==> src/sv/ffha_pkg.sv <==
`default_nettype none
package ffha_pkg;

  localparam int HEAP_BYTES      = 65536;
  localparam int HEADER_BYTES    = 24;
  localparam int MIN_SPLIT_BYTES = 16;
  localparam int ALIGN_BYTES     = 8;
  localparam int PAGE_BYTES      = 4096;

  localparam int MAX_PAGES = HEAP_BYTES / PAGE_BYTES;
  localparam int DEPTH     = HEAP_BYTES / ALIGN_BYTES;
  localparam int AW        = $clog2(DEPTH);
  localparam int OW        = $clog2(HEAP_BYTES) + 1;
  localparam int ALIGN_SH  = $clog2(ALIGN_BYTES);
  localparam int PAGE_SH   = $clog2(PAGE_BYTES);
  localparam int SPLIT_MIN = HEADER_BYTES + MIN_SPLIT_BYTES;

  typedef enum logic [2:0] {
    ST_OK      = 3'd0,
    ST_ZERO    = 3'd1,
    ST_OOM     = 3'd2,
    ST_NULL    = 3'd3,
    ST_INVALID = 3'd4,
    ST_DOUBLE  = 3'd5
  } status_t;

  localparam logic [1:0] ACT_INIT  = 2'd0;
  localparam logic [1:0] ACT_ALLOC = 2'd1;
  localparam logic [1:0] ACT_FREE  = 2'd2;

  // One block header: free mark and data size
  typedef struct packed {
    logic        free;
    logic [15:0] size;
  } hdr_t;

  typedef struct packed {
    logic          rd_en;
    logic [AW-1:0] rd_addr;
    logic          wr_en;
    logic [AW-1:0] wr_addr;
    hdr_t          wr_data;
  } mem_req_t;

  function automatic logic [AW-1:0] slot(input logic [OW:0] off);
    slot = off[AW+ALIGN_SH-1:ALIGN_SH];
  endfunction

endpackage
`default_nettype wire

==> src/sv/ffha_seq.sv <==
`default_nettype none
module ffha_seq
  import ffha_pkg::*;
(
  input  wire logic        clk,
  input  wire logic        rst_n,
  input  wire logic [4:0]  pages,
  input  wire logic        start,
  input  wire logic [1:0]  in_action,
  input  wire logic [15:0] in_request_size,
  input  wire logic [15:0] in_address,
  output logic             busy,
  output logic             out_valid,
  output logic [2:0]       out_status,
  output logic [15:0]      out_data_offset,
  output logic [15:0]      out_granted_size,
  output logic [16:0]      out_bytes_in_use,
  output mem_req_t         mreq,
  input  wire hdr_t        rdata
);

  typedef enum logic [4:0] {
    S_IDLE = 5'b00001,
    S_ACK  = 5'b00010,
    S_AWR  = 5'b00100,
    S_FCK  = 5'b01000,
    S_MCK  = 5'b10000
  } state_t;

  state_t        state_r, state_nxt;
  logic [OW-1:0] off_r, off_nxt, need_r, need_nxt, hdr_r, hdr_nxt;
  logic [OW-1:0] sz_r, sz_nxt, heap_r, heap_nxt, total_r, total_nxt;
  logic [15:0]   gr_r, gr_nxt;

  logic          rsp_v;
  status_t       rsp_st;
  logic [15:0]   rsp_data, rsp_gr;

  logic          out_valid_r;
  logic [2:0]    out_status_r;
  logic [15:0]   out_data_r, out_gr_r;
  logic [16:0]   out_total_r;

  logic [OW-1:0] need_c, heap_c, hdr_c, addr_x, szx, rest;
  logic [4:0]    pg;
  logic [OW:0]   noff, jofs, nxt_c, s2;

  always_comb begin
    state_nxt = state_r;
    off_nxt   = off_r;
    need_nxt  = need_r;
    hdr_nxt   = hdr_r;
    sz_nxt    = sz_r;
    heap_nxt  = heap_r;
    total_nxt = total_r;
    gr_nxt    = gr_r;
    rsp_v     = 1'b0;
    rsp_st    = ST_OK;
    rsp_data  = '0;
    rsp_gr    = '0;
    mreq      = '0;

    need_c = (OW'(in_request_size) + OW'(ALIGN_BYTES - 1)) & ~OW'(ALIGN_BYTES - 1);
    if (pages == 5'd0) begin
      pg = 5'd1;
    end else if (pages > 5'(MAX_PAGES)) begin
      pg = 5'(MAX_PAGES);
    end else begin
      pg = pages;
    end
    heap_c = OW'(pg) << PAGE_SH;
    addr_x = OW'(in_address);
    hdr_c  = addr_x - OW'(HEADER_BYTES);
    szx    = OW'(rdata.size);
    rest   = szx - need_r;
    noff   = {1'b0, off_r} + (OW+1)'(HEADER_BYTES) + {1'b0, szx};
    jofs   = {1'b0, off_r} + (OW+1)'(HEADER_BYTES) + {1'b0, need_r};
    nxt_c  = {1'b0, hdr_r} + (OW+1)'(HEADER_BYTES) + {1'b0, szx};
    s2     = {1'b0, sz_r} + (OW+1)'(HEADER_BYTES) + {1'b0, szx};

    unique case (state_r)
      S_IDLE: begin
        if (start) begin
          unique case (in_action)
            ACT_INIT: begin
              // Format one free block over the whole heap
              mreq.wr_en   = 1'b1;
              mreq.wr_addr = '0;
              mreq.wr_data = '{free: 1'b1, size: 16'(heap_c - OW'(HEADER_BYTES))};
              heap_nxt     = heap_c;
              total_nxt    = '0;
              rsp_v        = 1'b1;
            end
            ACT_ALLOC: begin
              rsp_v = 1'b1;
              if (in_request_size == 16'd0) begin
                rsp_st = ST_ZERO;
              end else if (heap_r == '0) begin
                rsp_st = ST_OOM;
              end else begin
                rsp_v        = 1'b0;
                mreq.rd_en   = 1'b1;
                mreq.rd_addr = '0;
                off_nxt      = '0;
                need_nxt     = need_c;
                state_nxt    = S_ACK;
              end
            end
            ACT_FREE: begin
              rsp_v = 1'b1;
              priority if (in_address == 16'd0) begin
                rsp_st = ST_NULL;
              end else if (addr_x < OW'(HEADER_BYTES) || hdr_c >= heap_r ||
                           hdr_c[ALIGN_SH-1:0] != '0) begin
                rsp_st = ST_INVALID;
              end else begin
                rsp_v        = 1'b0;
                mreq.rd_en   = 1'b1;
                mreq.rd_addr = '0;
                off_nxt      = '0;
                hdr_nxt      = hdr_c;
                state_nxt    = S_FCK;
              end
            end
            default: begin
              rsp_v = 1'b1;
            end
          endcase
        end
      end

      S_ACK: begin
        // Walk headers until a free block fits
        if (rdata.free && szx >= need_r) begin
          if (rest > OW'(SPLIT_MIN)) begin
            mreq.wr_en   = 1'b1;
            mreq.wr_addr = slot(jofs);
            mreq.wr_data = '{free: 1'b1, size: 16'(rest - OW'(HEADER_BYTES))};
            state_nxt    = S_AWR;
          end else begin
            mreq.wr_en   = 1'b1;
            mreq.wr_addr = slot({1'b0, off_r});
            mreq.wr_data = '{free: 1'b0, size: rdata.size};
            total_nxt    = total_r + szx;
            rsp_v        = 1'b1;
            rsp_data     = 16'(off_r + OW'(HEADER_BYTES));
            rsp_gr       = rdata.size;
            state_nxt    = S_IDLE;
          end
        end else if (noff < {1'b0, heap_r}) begin
          mreq.rd_en   = 1'b1;
          mreq.rd_addr = slot(noff);
          off_nxt      = noff[OW-1:0];
        end else begin
          rsp_v     = 1'b1;
          rsp_st    = ST_OOM;
          state_nxt = S_IDLE;
        end
      end

      S_AWR: begin
        // Shrink the granted block to the request
        mreq.wr_en   = 1'b1;
        mreq.wr_addr = slot({1'b0, off_r});
        mreq.wr_data = '{free: 1'b0, size: need_r[15:0]};
        total_nxt    = total_r + need_r;
        rsp_v        = 1'b1;
        rsp_data     = 16'(off_r + OW'(HEADER_BYTES));
        rsp_gr       = need_r[15:0];
        state_nxt    = S_IDLE;
      end

      S_FCK: begin
        // Walk the chain to the header being freed
        if (off_r == hdr_r) begin
          if (rdata.free) begin
            rsp_v     = 1'b1;
            rsp_st    = ST_DOUBLE;
            state_nxt = S_IDLE;
          end else begin
            total_nxt = total_r - szx;
            gr_nxt    = rdata.size;
            sz_nxt    = szx;
            if (nxt_c < {1'b0, heap_r}) begin
              mreq.rd_en   = 1'b1;
              mreq.rd_addr = slot(nxt_c);
              state_nxt    = S_MCK;
            end else begin
              mreq.wr_en   = 1'b1;
              mreq.wr_addr = slot({1'b0, hdr_r});
              mreq.wr_data = '{free: 1'b1, size: rdata.size};
              rsp_v        = 1'b1;
              rsp_gr       = rdata.size;
              state_nxt    = S_IDLE;
            end
          end
        end else if (noff < {1'b0, heap_r} && noff <= {1'b0, hdr_r}) begin
          mreq.rd_en   = 1'b1;
          mreq.rd_addr = slot(noff);
          off_nxt      = noff[OW-1:0];
        end else begin
          rsp_v     = 1'b1;
          rsp_st    = ST_INVALID;
          state_nxt = S_IDLE;
        end
      end

      S_MCK: begin
        // Absorb following free blocks
        if (rdata.free) begin
          sz_nxt = s2[OW-1:0];
          if (({1'b0, hdr_r} + (OW+1)'(HEADER_BYTES) + s2) < {1'b0, heap_r}) begin
            mreq.rd_en   = 1'b1;
            mreq.rd_addr = slot({1'b0, hdr_r} + (OW+1)'(HEADER_BYTES) + s2);
          end else begin
            mreq.wr_en   = 1'b1;
            mreq.wr_addr = slot({1'b0, hdr_r});
            mreq.wr_data = '{free: 1'b1, size: s2[15:0]};
            rsp_v        = 1'b1;
            rsp_gr       = gr_r;
            state_nxt    = S_IDLE;
          end
        end else begin
          mreq.wr_en   = 1'b1;
          mreq.wr_addr = slot({1'b0, hdr_r});
          mreq.wr_data = '{free: 1'b1, size: sz_r[15:0]};
          rsp_v        = 1'b1;
          rsp_gr       = gr_r;
          state_nxt    = S_IDLE;
        end
      end

      default: begin
        state_nxt = S_IDLE;
      end
    endcase
  end

  // Control state
  always_ff @(posedge clk) begin
    if (!rst_n) begin
      state_r     <= S_IDLE;
      heap_r      <= '0;
      total_r     <= '0;
      out_valid_r <= 1'b0;
      out_total_r <= '0;
    end else begin
      state_r     <= state_nxt;
      heap_r      <= heap_nxt;
      total_r     <= total_nxt;
      out_valid_r <= rsp_v;
      if (rsp_v) begin
        out_total_r <= 17'(total_nxt);
      end
    end
  end

  // Walk registers and result payload
  always_ff @(posedge clk) begin
    off_r  <= off_nxt;
    need_r <= need_nxt;
    hdr_r  <= hdr_nxt;
    sz_r   <= sz_nxt;
    gr_r   <= gr_nxt;
    if (rsp_v) begin
      out_status_r <= rsp_st;
      out_data_r   <= (rsp_st == ST_OK) ? rsp_data : 16'd0;
      out_gr_r     <= (rsp_st == ST_OK) ? rsp_gr : 16'd0;
    end
  end

  assign busy             = (state_r != S_IDLE);
  assign out_valid        = out_valid_r;
  assign out_status       = out_status_r;
  assign out_data_offset  = out_data_r;
  assign out_granted_size = out_gr_r;
  assign out_bytes_in_use = out_total_r;

endmodule
`default_nettype wire

==> config.mk <==
export PLATFORM = sky130hd
export DESIGN_NAME = ffha_seq
export DESIGN_NICKNAME = d
export VERILOG_FILES = /design/src/sv/ffha_pkg.sv /design/src/sv/ffha_seq.sv
export SDC_FILE = /design/constraint.sdc
export NUM_CORES = 1
export LEC_CHECK = 0
export BUFFER_PORTS_ARGS = -buffer_cell sky130_fd_sc_hd__buf_2
export CAP_MARGIN = 20
export CORE_ASPECT_RATIO = 1.75
export CORE_MARGIN = 3
export CORE_UTILIZATION = 56
export DETAILED_ROUTE_END_ITERATION = 10
export GPL_TIMING_DRIVEN = 0
export HOLD_SLACK_MARGIN = 0.1
export PLACE_DENSITY = 0.87
export SYNTH_ARGS = -nofsm -noshare
export SYNTH_HDL_FRONTEND = slang
export SYNTH_SLANG_ARGS = --single-unit
export TNS_END_PERCENT = 10
==> constraint.sdc <==
create_clock -name clk -period 5.8 [get_ports clk]
set_clock_uncertainty 0.1 [all_clocks]
set_input_delay 0 -clock clk [delete_from_list [all_inputs] [get_ports clk]]
set_output_delay 0 -clock clk [all_outputs]
set_load 0.03 [all_outputs]
Yosys cells after proc, flatten, opt, wreduce, memory -nomap -nowiden
Cells that the tools add are included.
{ "totals": {"ff_bits": 161, "word_cells": 191} }
{ "op_classes": {"add_sub_neg": 17, "n_lt_le_gt_ge": 9, "eq_ne": 25, "mux": 102, "n_bitwise": 5, "reduce_logical": 20} }
{ "op_table": {"columns": ["operator", "count"], "rows": [
  ["two-way mux 17 bit", 18],
  ["two-way mux 31 bit", 6],
  ["case mux 31 bit (5 select lines)", 1],
  ["two-way mux 14 bit", 11],
  ["two-way mux 16 bit", 9],
  ["two-way mux 45 bit", 2],
  ["two-way mux 5 bit", 15],
  ["case mux 17 bit (2 select lines)", 2],
  ["case mux 17 bit (4 select lines)", 1],
  ["case mux 16 bit (4 select lines)", 1],
  ["case mux 14 bit (4 select lines)", 1],
  ["adder 17 x 5 -> 18 bit (second input constant)", 3],
  ["adder 18 x 16 -> 18 bit", 3],
  ["less-than comparator 18 x 17 -> 1 bit", 3],
  ["case mux 17 bit (3 select lines)", 1],
  ["zero test 16 bit", 2],
  ["case mux 16 bit (2 select lines)", 1],
  ["subtractor 16 x 5 -> 16 bit (second input constant)", 2],
  ["two-way mux 30 bit", 1],
  ["case mux 14 bit (2 select lines)", 1],
  ["two-way mux 3 bit", 8],
  ["inequality test 3 bit (second input constant)", 7],
  ["case mux 5 bit (4 select lines)", 1],
  ["adder 18 bit", 1],
  ["46 further kinds", 77]
]} }

Depth between registers and ports, before layout
Gate-level depths: netlist (run 1).
{ "depth": {"depth_word": 10, "depth_mapped": 31, "mapped_depth_nobuf": 29} }

Worst setup path after synthesis (run 1)
OpenSTA, ideal clock, no wires.
{ "synth_path": {"path_kind": "flip-flop to flip-flop", "from": "register sz_r[1]", "to": "register out_total_r[10] (netlist: out_bytes_in_use[10])", "setup_ps": 121, "arrival_ps": 6106, "required_time_ps": 5579, "path_slack_ps": -527, "stages_incl_launch_ff": 30, "path_buffers": 2, "synth_period_minus_slack_ps": 6327, "cell_sequence": "edfxtp_1 > ha_1 > ha_1 > inv_1 > fa_1 > nand2b_1 > nand2b_1 > a21oi_1 > xor2_1 > inv_1 > ha_1 > nor2b_1 > a311o_1 > o41ai_1 > o21bai_1 > a31o_1 > a21o_1 > a21o_1 > a21o_1 > a21oi_1 > xnor2_1 > ha_1 > a21oi_1 > and3b_1 > a22oi_2 > or2_1 > a211o_1 > buf_6 > buf_8 > mux2_4"} }
{ "synth_via": {"elab_chain_len": 7} }
{ "synth_rtl": {"columns": ["item", "line_no", "source"], "rows": [
  ["start, declared", "ffha_seq.sv:32", "logic [OW-1:0] sz_r, sz_nxt, heap_r, heap_nxt, total_r, total_nxt;"],
  ["start signal, assigned", "ffha_seq.sv:263", "sz_r <= sz_nxt;"],
  ["adder 17 x 5 -> 18 bit", "ffha_seq.sv:79", "s2 = {1'b0, sz_r} + (OW+1)'(HEADER_BYTES) + {1'b0, szx};"],
  ["adder 18 x 16 -> 18 bit", "ffha_seq.sv:79", null],
  ["adder 18 bit", null, null],
  ["less-than comparator 18 x 17 -> 1 bit", "ffha_seq.sv:212", "if (({1'b0, hdr_r} + (OW+1)'(HEADER_BYTES) + s2) < {1'b0, heap_r}) begin"],
  ["two-way mux 1 bit", "ffha_seq.sv:212", null],
  ["two-way mux 1 bit", "ffha_seq.sv:210", "if (rdata.free) begin"],
  ["case mux 1 bit (5 select lines)", "ffha_seq.sv:81", "unique case (state_r)"],
  ["named net rsp_v", "ffha_seq.sv:35", "logic rsp_v;"],
  ["end signal, assigned", "ffha_seq.sv:253", "out_total_r <= 17'(total_nxt);"],
  ["end, declared", "ffha_seq.sv:42", "logic [16:0] out_total_r;"]
]} }
The timed path passes the listed nets, and every way through them passes these cells.
A chain may end at the register's enable or synchronous reset.

==> impl_results.md, run 1 <==
- Status: finished, violations left
- Failing checks: negative setup slack
- Worst-path maximum fanout: 4
- Die Y: 229 µm
- Top Ports: 158
- CTS root buf: clkbuf_16
- GRT Util Overall: 39.5%
- CP peak stage delay: 0.43 ns
- Power per Cell Area: 217 nW/µm²
- Fin. max-slew vios: 0
- Clock Pin Slew Worst Setup and Hold Paths: 0.07 ns
- Post-DP HPWL: 45400 µm
- Final Hold Fails: 0
- Router iterations before antenna repair: 6
- Synth warnings: 0
- Fin util: 71.1%
- CP arrival: 6.38 ns
- Full die area: 30600 µm²
- Max-slew headroom: 21.2%
- Register-to-register setup slack: -0.41 ns
- Routed len/inst: 25.7 µm
- First-pass GRT wire length: 92000 µm
- Syn nets: 2060
- Htree depth: 4
- Final worst-path cycle share: 112%
- Final wirelength: 63900 µm
- Syn-to-layout area delta: 24.9%
- Vias in the first global route: 16500
- Unrepaired setup endpoints after global routing: yes
- Hold WS: 0.123 ns
- Die Width: 134 µm
- Seq/Total Area, Yosys: 27.5%
- Clock Latency Late Sink: 0.47 ns
- # clock sinks: 161
- Critical-path top delay cell: edfxtp_1
- Kind of critical path: flop to output pin
- Initial antenna violation count: 3
- Leakage: 0.00870 µW
- DRT antenna net count: 0
- Hold path cells: 2
- Most frequent cells in the layout: ha_1 (184), inv_1 (129), edfxtp_1 (116), nand2_1 (114), buf_2 (113)
- Synth Flop Type: edfxtp_1
- Post-synth EDFFs: 116
- TNS Setup: -42.30 ns
- Post-synthesis cell count: 1802
- Required @ worst endpoint: 5.70 ns
- TritonCTS clock tree: built
- Netlist cell types: 94
- Vias per cell: 6.73
- # setup viols final: 110
- DRT iter0 DRCs: 1801
- Cell area after synthesis: 15900 µm²
- Layout cells sized above 1: 18.6%
- FMAX: 0.154 GHz
- Max-cap check violation count: 0
- Synth Register Bits: 161
- Async S/R FF share, synth: 0%
- Min-Delay Endpoint: out_granted_size[1]
- Hold Crit Start: rdata[1]
- Total congestion overflow: 0
- Hold Crit Class: input port to flop
- Via count: 16700
- CTS buffer count: 17
- Most common cell after layout, fill and taps aside: ha_1
- Critical path launch point type: flop
- Fillcell total: 2087
- Rows: 81
- Starting Density: 57.0%
- Syn_area_per_cell: 8.84 µm²
- Nature of the critical path endpoint: output pin
- Crit Reg-Reg Endpoint: out_status[1]
- Buffers added on ports: 154
- Final worst path period need: 6.48 ns
- CTS max path bufs: 2
- RR Startpoint: off_r[7]
- Nets: 2357
- R2R depth: 25
- DRC violations left: 0
- Worst setup margin: -0.678 ns
- CORE AREA: 28000 µm²
- Tightest Pin Transition: 1.18 ns
- Routability congestion estimate: 1.05
- Largest net degree at the start of global routing: 45
- Peak supply drop: 0.000251 V
[repair_timing]
action | CTS | global route
hold endpoints to repair | 91 | 0
resized for setup | 117 | 81
gates cloned | 1 | 3
buffers inserted | 17 | 24
endpoints found under the setup margin | 135 | 130
hold buffers | 79 | 0
pin swaps | 27 | 35
[power by group]
part,total [µW],internal [µW],switching [µW]
sequential,1360,1300,61.6
clock,1170,640,535
combinational,1780,733,1040
[registers in the layout (all words and copies together), names as in the netlist]
name / flops
hdr_r: 17
off_r: 17
out_bytes_in_use: 17
sz_r: 17
total_r: 17
gr_r: 16
out_data_offset: 16
out_granted_size: 16
need_r: 14
heap_r: 5
state_r: 5
out_status: 3
out_valid: 1
[logic make-up after synthesis]
logic type	Yosys count	share of synthesized area, %
multiplexers	20	1.55
AO/OA/AOI/OAI	555	24.3
adder cells (fa/ha/maj)	199	16.0
XOR/XNOR	165	9.39
flip-flops	161	27.5
AND/OR/NAND/NOR	517	16.8
buffers and inverters	185	4.51
[routing by layer]
| layer | vias up | share of wire [%] | GRT usage, % |
|---|---|---|---|
| met5 | - | 0 | 0 |
| met4 | 0 | 13 | 37.9 |
| met3 | 527 | 9.2 | 7.74 |
| met2 | 1204 | 47 | 65.7 |
| met1 | 7711 | 31 | 40.8 |
| li1 | 7290 | - | - |
[final cells by class]
cell class | count | area (µm²) | share of cell area, %
flip-flops and latches | 161 | 4380 | 22.0
multi-input cells | 1456 | 11500 | 57.7
repair buffers | 281 | 2190 | 11.0
inverters | 134 | 503 | 2.53
clock inverters | 14 | 154 | 0.773
well taps | 373 | 467 | 2.35
plain buffers | 48 | 273 | 1.37
clock buffers | 18 | 429 | 2.16
diodes | 2 | 5.00 | 0.0252
[Yosys cell counts (10+ instances only)]
library cell / count / share of area [%]
ha_1: 192 / 15
inv_1: 133 / 3.1
edfxtp_1: 116 / 22
nand2_1: 115 / 2.7
a21oi_1: 111 / 3.5
o21ai_0: 109 / 3.4
nor2_1: 104 / 2.5
xnor2_1: 92 / 5.1
xor2_1: 69 / 3.8
a21o_1: 61 / 2.9
and2_1: 48 / 1.9
clkbuf_1: 45 / 1.1
dfxtp_1: 45 / 5.7
nor3_1: 41 / 1.3
nand3_1: 38 / 1.2
a22oi_1: 34 / 1.6
nand2b_1: 33 / 1.3
nor2b_1: 31 / 1.2
o21a_1: 25 / 1.2
and3_1: 24 / 0.94
o211ai_1: 23 / 1.1
a211oi_1: 17 / 0.80
o21bai_1: 15 / 0.71
a31oi_1: 14 / 0.55
nand4_1: 14 / 0.55
or3_1: 14 / 0.55
nor4_1: 13 / 0.51
o221ai_1: 13 / 0.71
o31ai_1: 12 / 0.57
a21bo_2: 11 / 0.69
a221oi_1: 10 / 0.55
mux2_2: 10 / 0.71
[critical path, delay by kind of cell, from the launching register on]
family / cells / cell delay, ns
compound gates: 12 / 2.35
xor+xnor: 2 / 0.31
fa+ha+maj: 5 / 1.33
buf+inv: 4 / 0.59
flops: 1 / 0.43
simple gates: 6 / 0.86
[stage by stage]
| stage | instances | total power (µW) | area, µm² | setup slack [ns] |
|---|---|---|---|---|
| 6_report | 2487 | 4320 | 19900 | -0.678 |
| 2_1_floorplan | 1802 | 2480 | 16000 | -0.199 |
| 3_5_place_dp | 2332 | 2890 | 17300 | -1.42 |
| 5_1_grt | 2486 | 4490 | 19900 | -0.854 |
| 4_1_cts | 2458 | 4150 | 19200 | -0.537 |
| 3_3_place_gp | 2329 | 2840 | 17200 | -1.33 |
[worst max path at each step]
| stage | end | slack, ns | from |
|---|---|---|---|
| after floorplan | out_bytes_in_use[10] | -0.20 | sz_r[1] |
| after global placement | mreq[30] | -1.33 | sz_r[1] |
| after detailed placement | mreq[30] | -1.42 | sz_r[1] |
| after CTS | mreq[30] | -0.54 | sz_r[2] |
| after global routing | mreq[8] | -0.85 | sz_r[1] |
| final | mreq[8] | -0.68 | sz_r[1] |
(Power assumes the default switching activity.)
==> run 2, diff against run 1 <==
--- a/config.mk
+++ b/config.mk
@@ -5,15 +5,15 @@
 export SDC_FILE = /design/constraint.sdc
 export NUM_CORES = 1
 export LEC_CHECK = 0
-export BUFFER_PORTS_ARGS = -buffer_cell sky130_fd_sc_hd__buf_2
 export CAP_MARGIN = 20
 export CORE_ASPECT_RATIO = 1.75
 export CORE_MARGIN = 3
-export CORE_UTILIZATION = 56
+export CORE_UTILIZATION = 57
 export DETAILED_ROUTE_END_ITERATION = 10
+export DONT_BUFFER_PORTS = 1
 export GPL_TIMING_DRIVEN = 0
 export HOLD_SLACK_MARGIN = 0.1
-export PLACE_DENSITY = 0.87
+export PLACE_DENSITY = 0.83
 export SYNTH_ARGS = -nofsm -noshare
 export SYNTH_HDL_FRONTEND = slang
 export SYNTH_SLANG_ARGS = --single-unit
==> impl_results.md, run 2 (same netlist as run 1, synthesis figures left out) <==
- Kind of critical path: flop to output pin
- Router iterations before antenna repair: 6
- Pre-CTS WS: -1.72 ns
- # setup viols final: 117
- Full die area: 30100 µm²
- CP peak stage delay: 0.77 ns
- Clock Latency Late Sink: 0.47 ns
- Layout cells sized above 1: 11.9%
- CTS max path bufs: 2
- First-pass GRT wire length: 96600 µm
- # clock sinks: 161
- Starting Density: 58.1%
- Vias in the first global route: 16200
- Max-slew headroom: 19.2%
- TNS Setup: -91.22 ns
- Status: finished, violations left
- Leakage: 0.00804 µW
- Hold path cells: 3
- GRT Util Overall: 43.0%
- Die Y: 227 µm
- Syn-to-layout area delta: 19.9%
- Largest net degree at the start of global routing: 45
- Final Power: 4200 µW
- Final worst-path cycle share: 120%
- Fin util: 69.7%
- Initial antenna violation count: 4
- Tightest Pin Transition: 1.21 ns
- Post-DP HPWL: 48100 µm
- CTS root buf: clkbuf_16
- Crit Reg-Reg Endpoint: out_bytes_in_use[16]
- DRT iter0 DRCs: 1581
- Via count: 16300
- CTS buffer count: 17
- Worst setup margin: -1.14 ns
- Final worst path period need: 6.94 ns
- DRC violations left: 0
- R2R depth: 31
- Required @ worst endpoint: 5.70 ns
- TritonCTS clock tree: built
- Htree depth: 4
- Register-to-register setup slack: -0.88 ns
- Die Width: 132 µm
- Nets: 2217
- Max-cap check violation count: 0
- Final Hold Fails: 0
- Clock Pin Slew Worst Setup and Hold Paths: 0.06 ns
- Nature of the critical path endpoint: output pin
- Routed len/inst: 28.7 µm
- Hold Crit Start: rdata[0]
- CP arrival: 6.84 ns
- Post-Layout Inst Area: 19100 µm²
- Critical path launch point type: flop
- Worst-path maximum fanout: 6
- Buffers added on ports: 0
- Rows: 80
- Unrepaired setup endpoints after global routing: yes
- Area after DPL: 16500 µm²
- DRT antenna net count: 0
- Vias per cell: 6.93
- Top Ports: 158
- Total congestion overflow: 0
- Most common cell after layout, fill and taps aside: ha_1
- Failing checks: negative setup slack
- RR Startpoint: sz_r[4]
- Min-Delay Endpoint: off_r[1]
- Hold Crit Class: input port to flop
- Peak supply drop: 0.000223 V
- Final wirelength: 67300 µm
- Critical-path top delay cell: o211ai_1
- Most frequent cells in the layout: ha_1 (185), inv_1 (130), edfxtp_1 (116), nand2_1 (114), a21oi_1 (102)
- Fin. max-slew vios: 0
- Power per Cell Area: 220 nW/µm²
- CP dominant cell by count: ha_1
- FMAX: 0.144 GHz
- CORE AREA: 27400 µm²
- Routability congestion estimate: 1.02
run 2: cell count changes in the layout (fill, tap and decap cells not counted), sizes merged:
cell          change
clkinvlp          -1
buf             -152
diode             +2
clkinv            +1
dlygate4sd3      +14
bufinv            -2
dlymetal6s4s      +1
clkbuf            -1
run 2: where the power goes:
| group | internal, µW | leakage (µW) | switching [µW] | total [µW] |
|---|---|---|---|---|
| Clock | 582 | 0.000268 | 538 | 1120 |
| Sequential | 1300 | 0.00145 | 126 | 1430 |
| Combinational | 680 | 0.00633 | 970 | 1650 |
| Total | 2570 | 0.00804 | 1630 | 4200 |
run 2: how the worst max path moves through the flow:
stage,startpoint,end,depth (start not counted)
floorplan,sz_r[1],out_bytes_in_use[10],29
global placement,sz_r[1],mreq[30],28
detailed placement,sz_r[1],mreq[30],28
CTS,sz_r[1],mreq[11],28
global route,sz_r[4],mreq[30],31
finish,sz_r[4],mreq[8],29
run 2: area by class of cell:
class,count,area (µm²)
multi-input combinational,1456,11600
fill,2082,8320
clock buffer,20,458
clock inverter,12,98.8
timing repair buffer,141,1350
antenna,4,10.0
sequential,161,4380
buffer,48,280
inverter,134,505
tap,369,462
run 2: per-layer routing:
| metal | part of all wire [%] | vias to the layer above | GRT usage (%) |
|---|---|---|---|
| li1 | - | 7018 | - |
| met1 | 30 | 7627 | 40.6 |
| met2 | 48 | 1127 | 73.4 |
| met3 | 9.3 | 484 | 10.5 |
| met4 | 13 | 0 | 45.6 |
| met5 | 0 | - | 0 |
run 2: timing repair:
item | CTS | global route
endpoints found under the hold margin | 144 | 2
cloned | 1 | 0
resized for setup | 118 | 39
setup endpoints to repair | 137 | 134
pin swaps | 38 | 22
hold buffers | 92 | 2
buffers inserted | 22 | 18
run 2: metrics by stage:
stage	cells	hold slack, ns
detailed placement	2176	-0.00105
CTS	2320	0.101
finish	2345	0.125
floorplan	1802	-0.00113
global placement	2171	-0.00102
global route	2342	0.153
run 2: critical path, delay by kind of cell, from the launching register on:
| family | cells | cell delay (ns) |
|---|---|---|
| compound gates | 13 | 2.64 |
| fa+ha+maj | 4 | 1.17 |
| simple gates | 5 | 1.10 |
| buf+inv | 5 | 0.54 |
| xor+xnor | 2 | 0.53 |
| flops | 1 | 0.38 |
